File: src/rtl/assert_macros.svh
// ----------------------------------------------------------------------------
// assertion macros
// shared concurrent assertion forms on aclk, disabled while aresetn is low
// ----------------------------------------------------------------------------
`ifndef ASSERT_MACROS_SVH
`define ASSERT_MACROS_SVH

// same-cycle implication
`define ASSERT_IMPL(lbl, ante, cons, msg) \
    lbl: assert property (@(posedge aclk) disable iff (!aresetn) (ante) |-> (cons)) \
        else $error(msg);

// next-cycle implication
`define ASSERT_NEXT(lbl, ante, cons, msg) \
    lbl: assert property (@(posedge aclk) disable iff (!aresetn) (ante) |=> (cons)) \
        else $error(msg);

`endif

File: src/rtl/crd_pkg.sv
// ----------------------------------------------------------------------------
// crd_pkg
// types, register map and constants of the collision and rollover detector
// ----------------------------------------------------------------------------
package crd_pkg;

    localparam int unsigned SAMPLE_W = 16;
    localparam int unsigned ADDR_W   = 5;
    localparam int unsigned DATA_W   = 32;

    typedef logic signed [SAMPLE_W-1:0] sample_t;

    typedef enum logic [2:0] {
        REG_ACCEL_THR = 3'd0,
        REG_ANGLE_THR = 3'd1,
        REG_DETECT_EN = 3'd2,
        REG_CAL_VALID = 3'd3,
        REG_CAL_X     = 3'd4,
        REG_CAL_Y     = 3'd5,
        REG_CAL_Z     = 3'd6
    } reg_idx_t;

    localparam logic [6:0] COLL_QUIET_MAX = 7'd125;
    localparam logic [6:0] ROLL_COUNT_MAX = 7'd100;
    localparam logic [2:0] FAIL_LIMIT     = 3'd5;

    // milli-g per 0.1 g step
    localparam logic [6:0]  ACCEL_SCALE = 7'd100;
    // floor(a * 1000 / 90) == (a * ANGLE_RECIP) >> 16 for any 8-bit a
    localparam logic [19:0] ANGLE_RECIP = 20'd728178;

    typedef struct packed {
        logic    read_ok;
        sample_t z;
        sample_t y;
        sample_t x;
    } sample_item_t;

    typedef struct packed {
        logic [1:0] change_count;
        logic       rollover_active;
        logic       collision_active;
        logic       sensor_ok;
    } status_t;

    function automatic logic [SAMPLE_W-1:0] absdiff(input sample_t a, input sample_t b);
        logic signed [SAMPLE_W:0] d;
        logic signed [SAMPLE_W:0] m;
        d = {a[SAMPLE_W-1], a} - {b[SAMPLE_W-1], b};
        m = d[SAMPLE_W] ? -d : d;
        return m[SAMPLE_W-1:0];
    endfunction

endpackage

File: src/rtl/collision_rollover_detector.sv
// ----------------------------------------------------------------------------
// collision_rollover_detector
// per-sample sensor validity, collision and rollover status tracking
// ----------------------------------------------------------------------------
//  channel   direction  payload
//  s_        in         tdata: x, y, z (16 b signed each); tuser: read_ok
//  m_        out        tdata: sensor_ok, collision, rollover, change_count
//  apb       in/out     7 registers at byte address 4*i, write and read back
//
//  one sample per clock if not stalled; input register, status logic, result register
//  m_tvalid rises once the sample has passed from the input into the result register
//  reset is synchronous on aresetn low; it clears all but the sample and result data
//  a stall on m_tready holds the result and the input register keeps one more sample
// ----------------------------------------------------------------------------
`include "assert_macros.svh"

module collision_rollover_detector (
    input  logic                        aclk,
    input  logic                        aresetn,
    input  logic                        s_tvalid,
    output logic                        s_tready,
    input  logic [47:0]                 s_tdata,   // x, y, z
    input  logic                        s_tuser,   // read_ok
    output logic                        m_tvalid,
    input  logic                        m_tready,
    output logic [7:0]                  m_tdata,   // sensor_ok, collision, rollover,
                                                   // change_count[1:0], zero pad
    input  logic                        psel,
    input  logic                        penable,
    input  logic                        pwrite,
    input  logic [crd_pkg::ADDR_W-1:0]  paddr,
    input  logic [crd_pkg::DATA_W-1:0]  pwdata,
    output logic [crd_pkg::DATA_W-1:0]  prdata,
    output logic                        pready
);

    import crd_pkg::*;

    // configuration
    logic [7:0]  accel_thr_reg;
    logic [7:0]  angle_thr_reg;
    logic        detect_en_reg;
    logic        cal_valid_reg;
    sample_t     cal_x_reg;
    sample_t     cal_y_reg;
    sample_t     cal_z_reg;
    logic [14:0] cth_reg;
    logic [11:0] rth_reg;
    logic [14:0] cth_next;
    logic [27:0] rth_prod;
    logic        cfg_wr;
    reg_idx_t    cfg_idx;
    logic        en_on_wr;

    // stream pipeline
    logic         in_valid_reg;
    sample_item_t in_item_reg;
    logic         out_valid_reg;
    status_t      out_status_reg;
    logic         out_free;
    logic         step_en;

    // detector state
    sample_t     prev_x_reg, prev_x_next;
    sample_t     prev_y_reg, prev_y_next;
    sample_t     prev_z_reg, prev_z_next;
    logic        valid_reg, valid_next;
    logic        coll_reg, coll_next;
    logic        roll_reg, roll_next;
    logic [6:0]  quiet_reg, quiet_next;
    logic [6:0]  rcnt_reg, rcnt_next;
    logic [2:0]  fail_reg, fail_next;
    logic        halted_reg, halted_next;

    logic        det_on;
    logic        prev_nz;
    sample_t     ref_x;
    sample_t     ref_y;
    logic        coll_hit;
    logic        roll_hit;
    logic [6:0]  quiet_inc;
    logic [6:0]  rcnt_inc;
    logic [2:0]  fail_inc;
    logic [1:0]  changes;
    status_t     status_next;

    // ------------------------------------------------------------------------
    // configuration port
    // ------------------------------------------------------------------------
    assign pready   = 1'b1;
    assign cfg_wr   = psel & penable & pwrite & pready;
    assign cfg_idx  = reg_idx_t'(paddr[ADDR_W-1:2]);
    assign en_on_wr = pwdata[0] & (|accel_thr_reg) & (|angle_thr_reg);

    assign cth_next = {7'b0, accel_thr_reg} * {8'b0, ACCEL_SCALE};
    assign rth_prod = {20'b0, angle_thr_reg} * {8'b0, ANGLE_RECIP};

    always_ff @(posedge aclk) begin
        if (!aresetn) begin
            accel_thr_reg <= '0;
            angle_thr_reg <= '0;
            detect_en_reg <= 1'b0;
            cal_valid_reg <= 1'b0;
            cal_x_reg     <= '0;
            cal_y_reg     <= '0;
            cal_z_reg     <= '0;
            cth_reg       <= '0;
            rth_reg       <= '0;
        end else begin
            cth_reg <= cth_next;
            rth_reg <= rth_prod[27:16];
            if (cfg_wr) begin
                unique case (cfg_idx)
                    REG_ACCEL_THR: accel_thr_reg <= pwdata[7:0];
                    REG_ANGLE_THR: angle_thr_reg <= pwdata[7:0];
                    REG_DETECT_EN: detect_en_reg <= pwdata[0];
                    REG_CAL_VALID: cal_valid_reg <= pwdata[0];
                    REG_CAL_X:     cal_x_reg     <= pwdata[SAMPLE_W-1:0];
                    REG_CAL_Y:     cal_y_reg     <= pwdata[SAMPLE_W-1:0];
                    REG_CAL_Z:     cal_z_reg     <= pwdata[SAMPLE_W-1:0];
                    default: ;
                endcase
            end
        end
    end

    always_comb begin
        unique case (cfg_idx)
            REG_ACCEL_THR: prdata = {24'b0, accel_thr_reg};
            REG_ANGLE_THR: prdata = {24'b0, angle_thr_reg};
            REG_DETECT_EN: prdata = {31'b0, detect_en_reg};
            REG_CAL_VALID: prdata = {31'b0, cal_valid_reg};
            REG_CAL_X:     prdata = {16'b0, cal_x_reg};
            REG_CAL_Y:     prdata = {16'b0, cal_y_reg};
            REG_CAL_Z:     prdata = {16'b0, cal_z_reg};
            default:       prdata = '0;
        endcase
    end

    // ------------------------------------------------------------------------
    // stream pipeline
    // ------------------------------------------------------------------------
    assign out_free = !out_valid_reg || m_tready;
    assign step_en  = in_valid_reg && out_free;
    assign s_tready = !in_valid_reg || step_en;
    assign m_tvalid = out_valid_reg;
    assign m_tdata  = {3'b0, out_status_reg};

    always_ff @(posedge aclk) begin
        if (!aresetn) begin
            in_valid_reg  <= 1'b0;
            out_valid_reg <= 1'b0;
        end else begin
            if (s_tready) begin
                in_valid_reg <= s_tvalid;
            end
            if (step_en) begin
                out_valid_reg <= 1'b1;
            end else if (m_tready) begin
                out_valid_reg <= 1'b0;
            end
        end
    end

    always_ff @(posedge aclk) begin
        if (s_tready && s_tvalid) begin
            in_item_reg.read_ok <= s_tuser;
            in_item_reg.x       <= s_tdata[15:0];
            in_item_reg.y       <= s_tdata[31:16];
            in_item_reg.z       <= s_tdata[47:32];
        end
        if (step_en) begin
            out_status_reg <= status_next;
        end
    end

    // ------------------------------------------------------------------------
    // status update for the sample in the input register
    // ------------------------------------------------------------------------
    assign det_on  = detect_en_reg && (|accel_thr_reg) && (|angle_thr_reg);
    assign prev_nz = (|prev_x_reg) || (|prev_y_reg) || (|prev_z_reg);
    assign ref_x   = cal_valid_reg ? cal_x_reg : '0;
    assign ref_y   = cal_valid_reg ? cal_y_reg : '0;

    assign coll_hit = prev_nz &&
        ((absdiff(in_item_reg.x, prev_x_reg) > {1'b0, cth_reg}) ||
         (absdiff(in_item_reg.y, prev_y_reg) > {1'b0, cth_reg}));

    assign roll_hit = prev_nz &&
        ((absdiff(in_item_reg.x, ref_x) > {4'b0, rth_reg}) ||
         (absdiff(in_item_reg.y, ref_y) > {4'b0, rth_reg}) ||
         (cal_valid_reg && (absdiff(in_item_reg.z, cal_z_reg) > {4'b0, rth_reg})));

    assign quiet_inc = quiet_reg + 7'd1;
    assign rcnt_inc  = rcnt_reg + 7'd1;
    assign fail_inc  = fail_reg + 3'd1;

    always_comb begin
        prev_x_next = prev_x_reg;
        prev_y_next = prev_y_reg;
        prev_z_next = prev_z_reg;
        valid_next  = valid_reg;
        coll_next   = coll_reg;
        roll_next   = roll_reg;
        quiet_next  = quiet_reg;
        rcnt_next   = rcnt_reg;
        fail_next   = fail_reg;
        halted_next = halted_reg;
        changes     = 2'd0;

        if (!halted_reg) begin
            if (in_item_reg.read_ok) begin
                if (!valid_reg) begin
                    valid_next = 1'b1;
                    changes    = changes + 2'd1;
                end
                if (det_on) begin
                    if (coll_hit) begin
                        quiet_next = '0;
                        if (!coll_reg) begin
                            coll_next = 1'b1;
                            changes   = changes + 2'd1;
                        end
                    end else if (coll_reg) begin
                        if (quiet_inc > COLL_QUIET_MAX) begin
                            quiet_next = '0;
                            coll_next  = 1'b0;
                            changes    = changes + 2'd1;
                        end else begin
                            quiet_next = quiet_inc;
                        end
                    end

                    if (roll_hit) begin
                        if (!roll_reg) begin
                            if (coll_next) begin
                                if (rcnt_inc > ROLL_COUNT_MAX) begin
                                    rcnt_next = '0;
                                    roll_next = 1'b1;
                                    changes   = changes + 2'd1;
                                end else begin
                                    rcnt_next = rcnt_inc;
                                end
                            end
                        end else begin
                            rcnt_next = '0;
                        end
                    end else if (roll_reg) begin
                        if (rcnt_inc > ROLL_COUNT_MAX) begin
                            rcnt_next = '0;
                            roll_next = 1'b0;
                            changes   = changes + 2'd1;
                        end else begin
                            rcnt_next = rcnt_inc;
                        end
                    end else begin
                        rcnt_next = '0;
                    end

                    prev_x_next = in_item_reg.x;
                    prev_y_next = in_item_reg.y;
                    prev_z_next = in_item_reg.z;
                end
            end else begin
                if (fail_inc >= FAIL_LIMIT) begin
                    fail_next   = '0;
                    valid_next  = 1'b0;
                    halted_next = 1'b1;
                    changes     = changes + 2'd1;
                end else begin
                    fail_next = fail_inc;
                end
            end
        end

        status_next.sensor_ok        = valid_next;
        status_next.collision_active = coll_next;
        status_next.rollover_active  = roll_next;
        status_next.change_count     = changes;
    end

    always_ff @(posedge aclk) begin
        if (!aresetn) begin
            prev_x_reg <= '0;
            prev_y_reg <= '0;
            prev_z_reg <= '0;
            valid_reg  <= 1'b0;
            coll_reg   <= 1'b0;
            roll_reg   <= 1'b0;
            quiet_reg  <= '0;
            rcnt_reg   <= '0;
            fail_reg   <= '0;
            halted_reg <= 1'b0;
        end else if (cfg_wr && cfg_idx == REG_DETECT_EN) begin
            if (en_on_wr) begin
                halted_reg <= 1'b0;
            end else begin
                coll_reg   <= 1'b0;
                roll_reg   <= 1'b0;
                halted_reg <= 1'b1;
            end
        end else if (step_en) begin
            prev_x_reg <= prev_x_next;
            prev_y_reg <= prev_y_next;
            prev_z_reg <= prev_z_next;
            valid_reg  <= valid_next;
            coll_reg   <= coll_next;
            roll_reg   <= roll_next;
            quiet_reg  <= quiet_next;
            rcnt_reg   <= rcnt_next;
            fail_reg   <= fail_next;
            halted_reg <= halted_next;
        end
    end

    // ------------------------------------------------------------------------
    // assertions
    // ------------------------------------------------------------------------
    `ASSERT_NEXT(a_halted_no_change, step_en && halted_reg,
        out_status_reg.change_count == 2'd0, "halted sample reported a status change")
    `ASSERT_IMPL(a_fail_below_limit, 1'b1, fail_reg < FAIL_LIMIT,
        "failure count reached the limit without wrapping")
    `ASSERT_IMPL(a_roll_needs_coll, $rose(roll_reg), coll_reg,
        "rollover set without an active collision")

endmodule

File: config.mk
export PLATFORM = sky130hd
export DESIGN_NAME = collision_rollover_detector
export DESIGN_NICKNAME = d
export VERILOG_FILES = /design/src/rtl/crd_pkg.sv /design/src/rtl/collision_rollover_detector.sv
export VERILOG_INCLUDE_DIRS = /design/src /design/src/rtl
export SDC_FILE = /design/constraint.sdc
export NUM_CORES = 1
export LEC_CHECK = 0
export ABC_AREA = 1
export CAP_MARGIN = 20
export CELL_PAD_IN_SITES_DETAIL_PLACEMENT = 0
export CELL_PAD_IN_SITES_GLOBAL_PLACEMENT = 1
export CORE_MARGIN = 2
export CORE_UTILIZATION = 48
export CTS_CLUSTER_SIZE = 8
export DETAILED_ROUTE_END_ITERATION = 10
export DONT_BUFFER_PORTS = 1
export GPL_ROUTABILITY_DRIVEN = 0
export PLACE_DENSITY_LB_ADDON = 0.1
export SYNTH_ARGS = -nofsm -noshare
export SYNTH_HDL_FRONTEND = slang
export SYNTH_SLANG_ARGS = --single-unit
File: constraint.sdc
create_clock -name aclk -period 6.35 [get_ports aclk]
set_clock_uncertainty 0.15 [all_clocks]
set_input_delay 0 -clock aclk [delete_from_list [all_inputs] [get_ports aclk]]
set_output_delay 0 -clock aclk [all_outputs]
set_load 0.02 [all_outputs]
==> results.sh <==
export IMPL_status="finished, final reports clean"
export IMPL_worstHoldStart="m_tready"
export IMPL_ant_nets=0
export IMPL_slowest_stage="a21oi_1"
export IMPL_dr_pass1_iters=5
export IMPL_syn_area_per_cell_um2=6.970
export IMPL_fmax_mhz=180.3
export IMPL_cp_required_ns=6.61
export IMPL_p_leak_nw=10.75
export IMPL_r2r_end="quiet_reg[0]$_SDFFE_PN0P_"
export IMPL_p_switching_mw=1.244
export IMPL_worstMarginPinSlew_ns=0.9343
export IMPL_vias=18155
export IMPL_postSynthCellCount=2776
export IMPL_seq_power_share_pct=37.1
export IMPL_grt_antenna_before_repair=3
export IMPL_p_int_mw=2.744
export IMPL_setup_tns_ns=0
export IMPL_min_to="m_tvalid$_SDFFE_PN0P_"
export IMPL_start_util_pct=48.70
export IMPL_cts_sinks=216
export IMPL_nFillCells=3918
export IMPL_drive_gt1_share_pct=5.058
export IMPL_grt_pass1_wl_um=92490
export IMPL_cts_setup_buffers=0
export IMPL_p_sw_share_pct=31.19
export IMPL_slowest_delay_ns=0.59
export IMPL_rsz0062_at_grt="false"
export IMPL_synth_edff_count=54
export IMPL_ys_ff_latch=216
export IMPL_clockBufferDepth=3
export IMPL_end_kind="register"
export IMPL_drt_wl_total_um=57410
export IMPL_finalCritPeriodShare_pct=87.36
export IMPL_insertion_delay_ns=0.58
export IMPL_r2r_cells=33
export IMPL_fin_hold_ws_ns=0.04374
export IMPL_holdPathStages=4
export IMPL_crit_top_cell="nand2_1"
export IMPL_power_density_nw_per_um2=180.1
export IMPL_r2r_start="in_item_reg[0]$_DFFE_PP_"
export IMPL_area_growth_pct=14.46
export IMPL_grt_max_degree=148
export IMPL_ys_types=61
export IMPL_synth_area_top_cells="dfxtp_1 (17%), ha_1 (16%), nand2_1 (12%)"
export IMPL_hold_violations=0
export IMPL_largest_reg_flops=49
export IMPL_cts_tree="yes"
export IMPL_row_count=73
export IMPL_synth_ff_type="dfxtp_1"
export IMPL_drv_cap=0
export IMPL_vdd_drop_max_uv=214.2
export IMPL_clk_pin_slew_ns=0.05
export IMPL_setup_viol=0
export IMPL_dp_slack_ns=0.8652
export IMPL_grt_pass1_vias=17639
export IMPL_clkPwrFrac_pct=38.8
export IMPL_setup_ws_ns=0.8027
export IMPL_yosys_warnings=0
export IMPL_die_height_um=204.8
export IMPL_pwr_share_comb_pct=24.1
export IMPL_io_buffers=0
export IMPL_nNetsFinal=3285
export IMPL_drc=0
export IMPL_hpwl_um=44740
export IMPL_drt_initial_drc_count=1102
export IMPL_path_class="reg2reg"
export IMPL_ctsResizeCount=0
export IMPL_period_needed_ns=5.547
export IMPL_crit_path_start_kind="register"
export IMPL_cts_buffers=31
export IMPL_worstPathMaxFanout=11
export IMPL_grt_overflow_total=0
export IMPL_r2r_slack_ns=0.80
export IMPL_via_per_inst=5.258
export IMPL_wl_per_cell_um=16.62
export IMPL_yosysTopAreaCellShare_pct=16.76
export IMPL_ios=136
export IMPL_drv_slew=0
export IMPL_root_buffer="clkbuf_16"
export IMPL_grt_total_usage_pct=27.90
export IMPL_hp_class="in2reg"
export IMPL_dieArea_um2=41930
export IMPL_relSlewSlack_pct=37.64
export IMPL_arrival_ns=5.81
export IMPL_final_area_um2=22150
export IMPL_synth_area_um2=19350
export IMPL_yosysTopAreaCell="dfxtp_1"
export IMPL_final_core_util_pct=55.74
export IMPL_post_dp_cell_area_um2=19780
export IMPL_async_flop_share_pct=0
export IMPL_synth_seq_area_share_pct=25.14
export IMPL_h_tree_depth=1
export IMPL_die_w_um=204.8
export IMPL_design_core_area_um2=39730
logic make-up (layout without fill, tap and decap cells):
group                      count (synthesis)  after routing  synth area share [%]
DFF                                      216            216                 25.14
buffers and inverters                    515            647                 10.44
AOI/OAI and AO/OA                        454            454                 13.17
other                                      2             22               0.03881
xor gates and xnor gates                  86             86                 4.223
and+or+nand+nor                         1222           1222                 27.57
adders and majority gates                281            281                 19.41
stage by stage:
step,instances,total power [mW]
finish,3453,3.987
global route,3452,4.220
CTS,3451,4.005
detailed placement,3257,2.368
global placement,3257,2.346
floorplan,2794,2.187
synth_stat cells (3+ instances only):
master,instances
a211oi_1,11
a21oi_1,191
a21oi_2,5
a221oi_1,10
a31oi_1,4
buf_2,4
buf_4,20
clkbuf_1,41
dfxtp_1,162
edfxtp_1,54
fa_1,32
ha_1,249
inv_1,431
inv_2,14
nand2_1,617
nand2_2,33
nand2_4,4
nand3_1,117
nand3_2,12
nand3b_1,27
nand4_1,40
nor2_1,292
nor2_2,14
nor3_1,28
nor3_2,3
nor4_1,17
o211a_1,6
o211ai_1,11
o21a_1,4
o21ai_0,167
o21ai_1,7
o21bai_1,13
o221ai_1,9
o31ai_1,5
or2_1,3
or2_2,6
xnor2_1,19
xnor2_2,4
xor2_1,60
layout make-up:
| class | count | area [µm²] | share of cell area, % |
|---|---|---|---|
| flip-flops and latches | 216 | 4865 | 21.97 |
| multi-input cells | 2063 | 12540 | 56.60 |
| inverters | 447 | 1678 | 7.576 |
| repair buffers | 152 | 1524 | 6.881 |
| clock inverters | 2 | 50.05 | 0.2260 |
| clock buffers | 46 | 832.0 | 3.757 |
| well taps | 525 | 656.9 | 2.966 |
| diodes | 2 | 5.005 | 0.02260 |
metal layers:
| layer | routed length, µm | vias to the layer above | GRT usage [%] |
|---|---|---|---|
| li1 | - | 9293 | - |
| met1 | 25670 | 8317 | 35.94 |
| met5 | 13 | - | 0 |
| met2 | 26330 | 441 | 47.01 |
| met3 | 3102 | 102 | 4.566 |
| met4 | 2291 | 2 | 9.912 |
critical path, delay by kind of cell, from the launching register on:
family	cells	cell delay (ns)
simple gates	20	2.04
compound gates	5	1.17
fa+ha+maj	3	0.96
buf+inv	4	0.55
flops	1	0.32
xor+xnor	1	0.19
placed cells by master, fill, tap and decap left out, types with 7 or more instances in the layout:
cell type,count
nor2_1,292
nand3_2,12
nor4_1,17
inv_1,430
nand3_1,117
clkbuf_1,15
nand3b_1,27
o211ai_1,11
conb_1,20
dfxtp_1,162
o21ai_1,7
xor2_1,60
nor2_2,14
a221oi_1,10
o21bai_1,13
o221ai_1,9
nand2_1,617
a21oi_1,191
dlygate4sd3_1,145
nand2_2,33
nand4_1,40
clkbuf_16,31
xnor2_1,19
o21ai_0,167
edfxtp_1,54
nor3_1,27
fa_1,32
ha_1,249
inv_2,15
a211oi_1,11
how the worst max path moves through the flow:
stage               slack [ns]                        from                         to  depth (start not counted)
floorplan                 1.64  cal_valid_reg$_SDFFE_PN0P_   m_tdata[4]$_SDFFCE_PP0P_                         32
global placement          0.93    in_item_reg[0]$_DFFE_PP_  quiet_reg[1]$_SDFFE_PN0P_                         33
detailed placement        0.87    in_item_reg[0]$_DFFE_PP_  quiet_reg[0]$_SDFFE_PN0P_                         33
CTS                       0.84  cal_valid_reg$_SDFFE_PN0P_   m_tdata[3]$_SDFFCE_PP0P_                         32
global route              0.25  cal_valid_reg$_SDFFE_PN0P_   rcnt_reg[1]$_SDFFE_PN0P_                         33
finish                    0.80    in_item_reg[0]$_DFFE_PP_  quiet_reg[0]$_SDFFE_PN0P_                         33
power groups by stage:
stage          clock (mW)  combinational [mW]  sequential, mW
2_1_floorplan           0               0.697            1.49
3_3_place_gp            0               0.838            1.51
3_5_place_dp            0               0.860            1.51
4_1_cts              1.57               0.953            1.48
5_1_grt              1.64                1.10            1.48
6_report             1.55               0.960            1.48
repair_timing:
action | CTS | global route
hold buffers | 146 | 0
endpoints found under the hold margin | 224 | 0
endpoints found under the setup margin | 0 | 0
(Power assumes the default switching activity.)
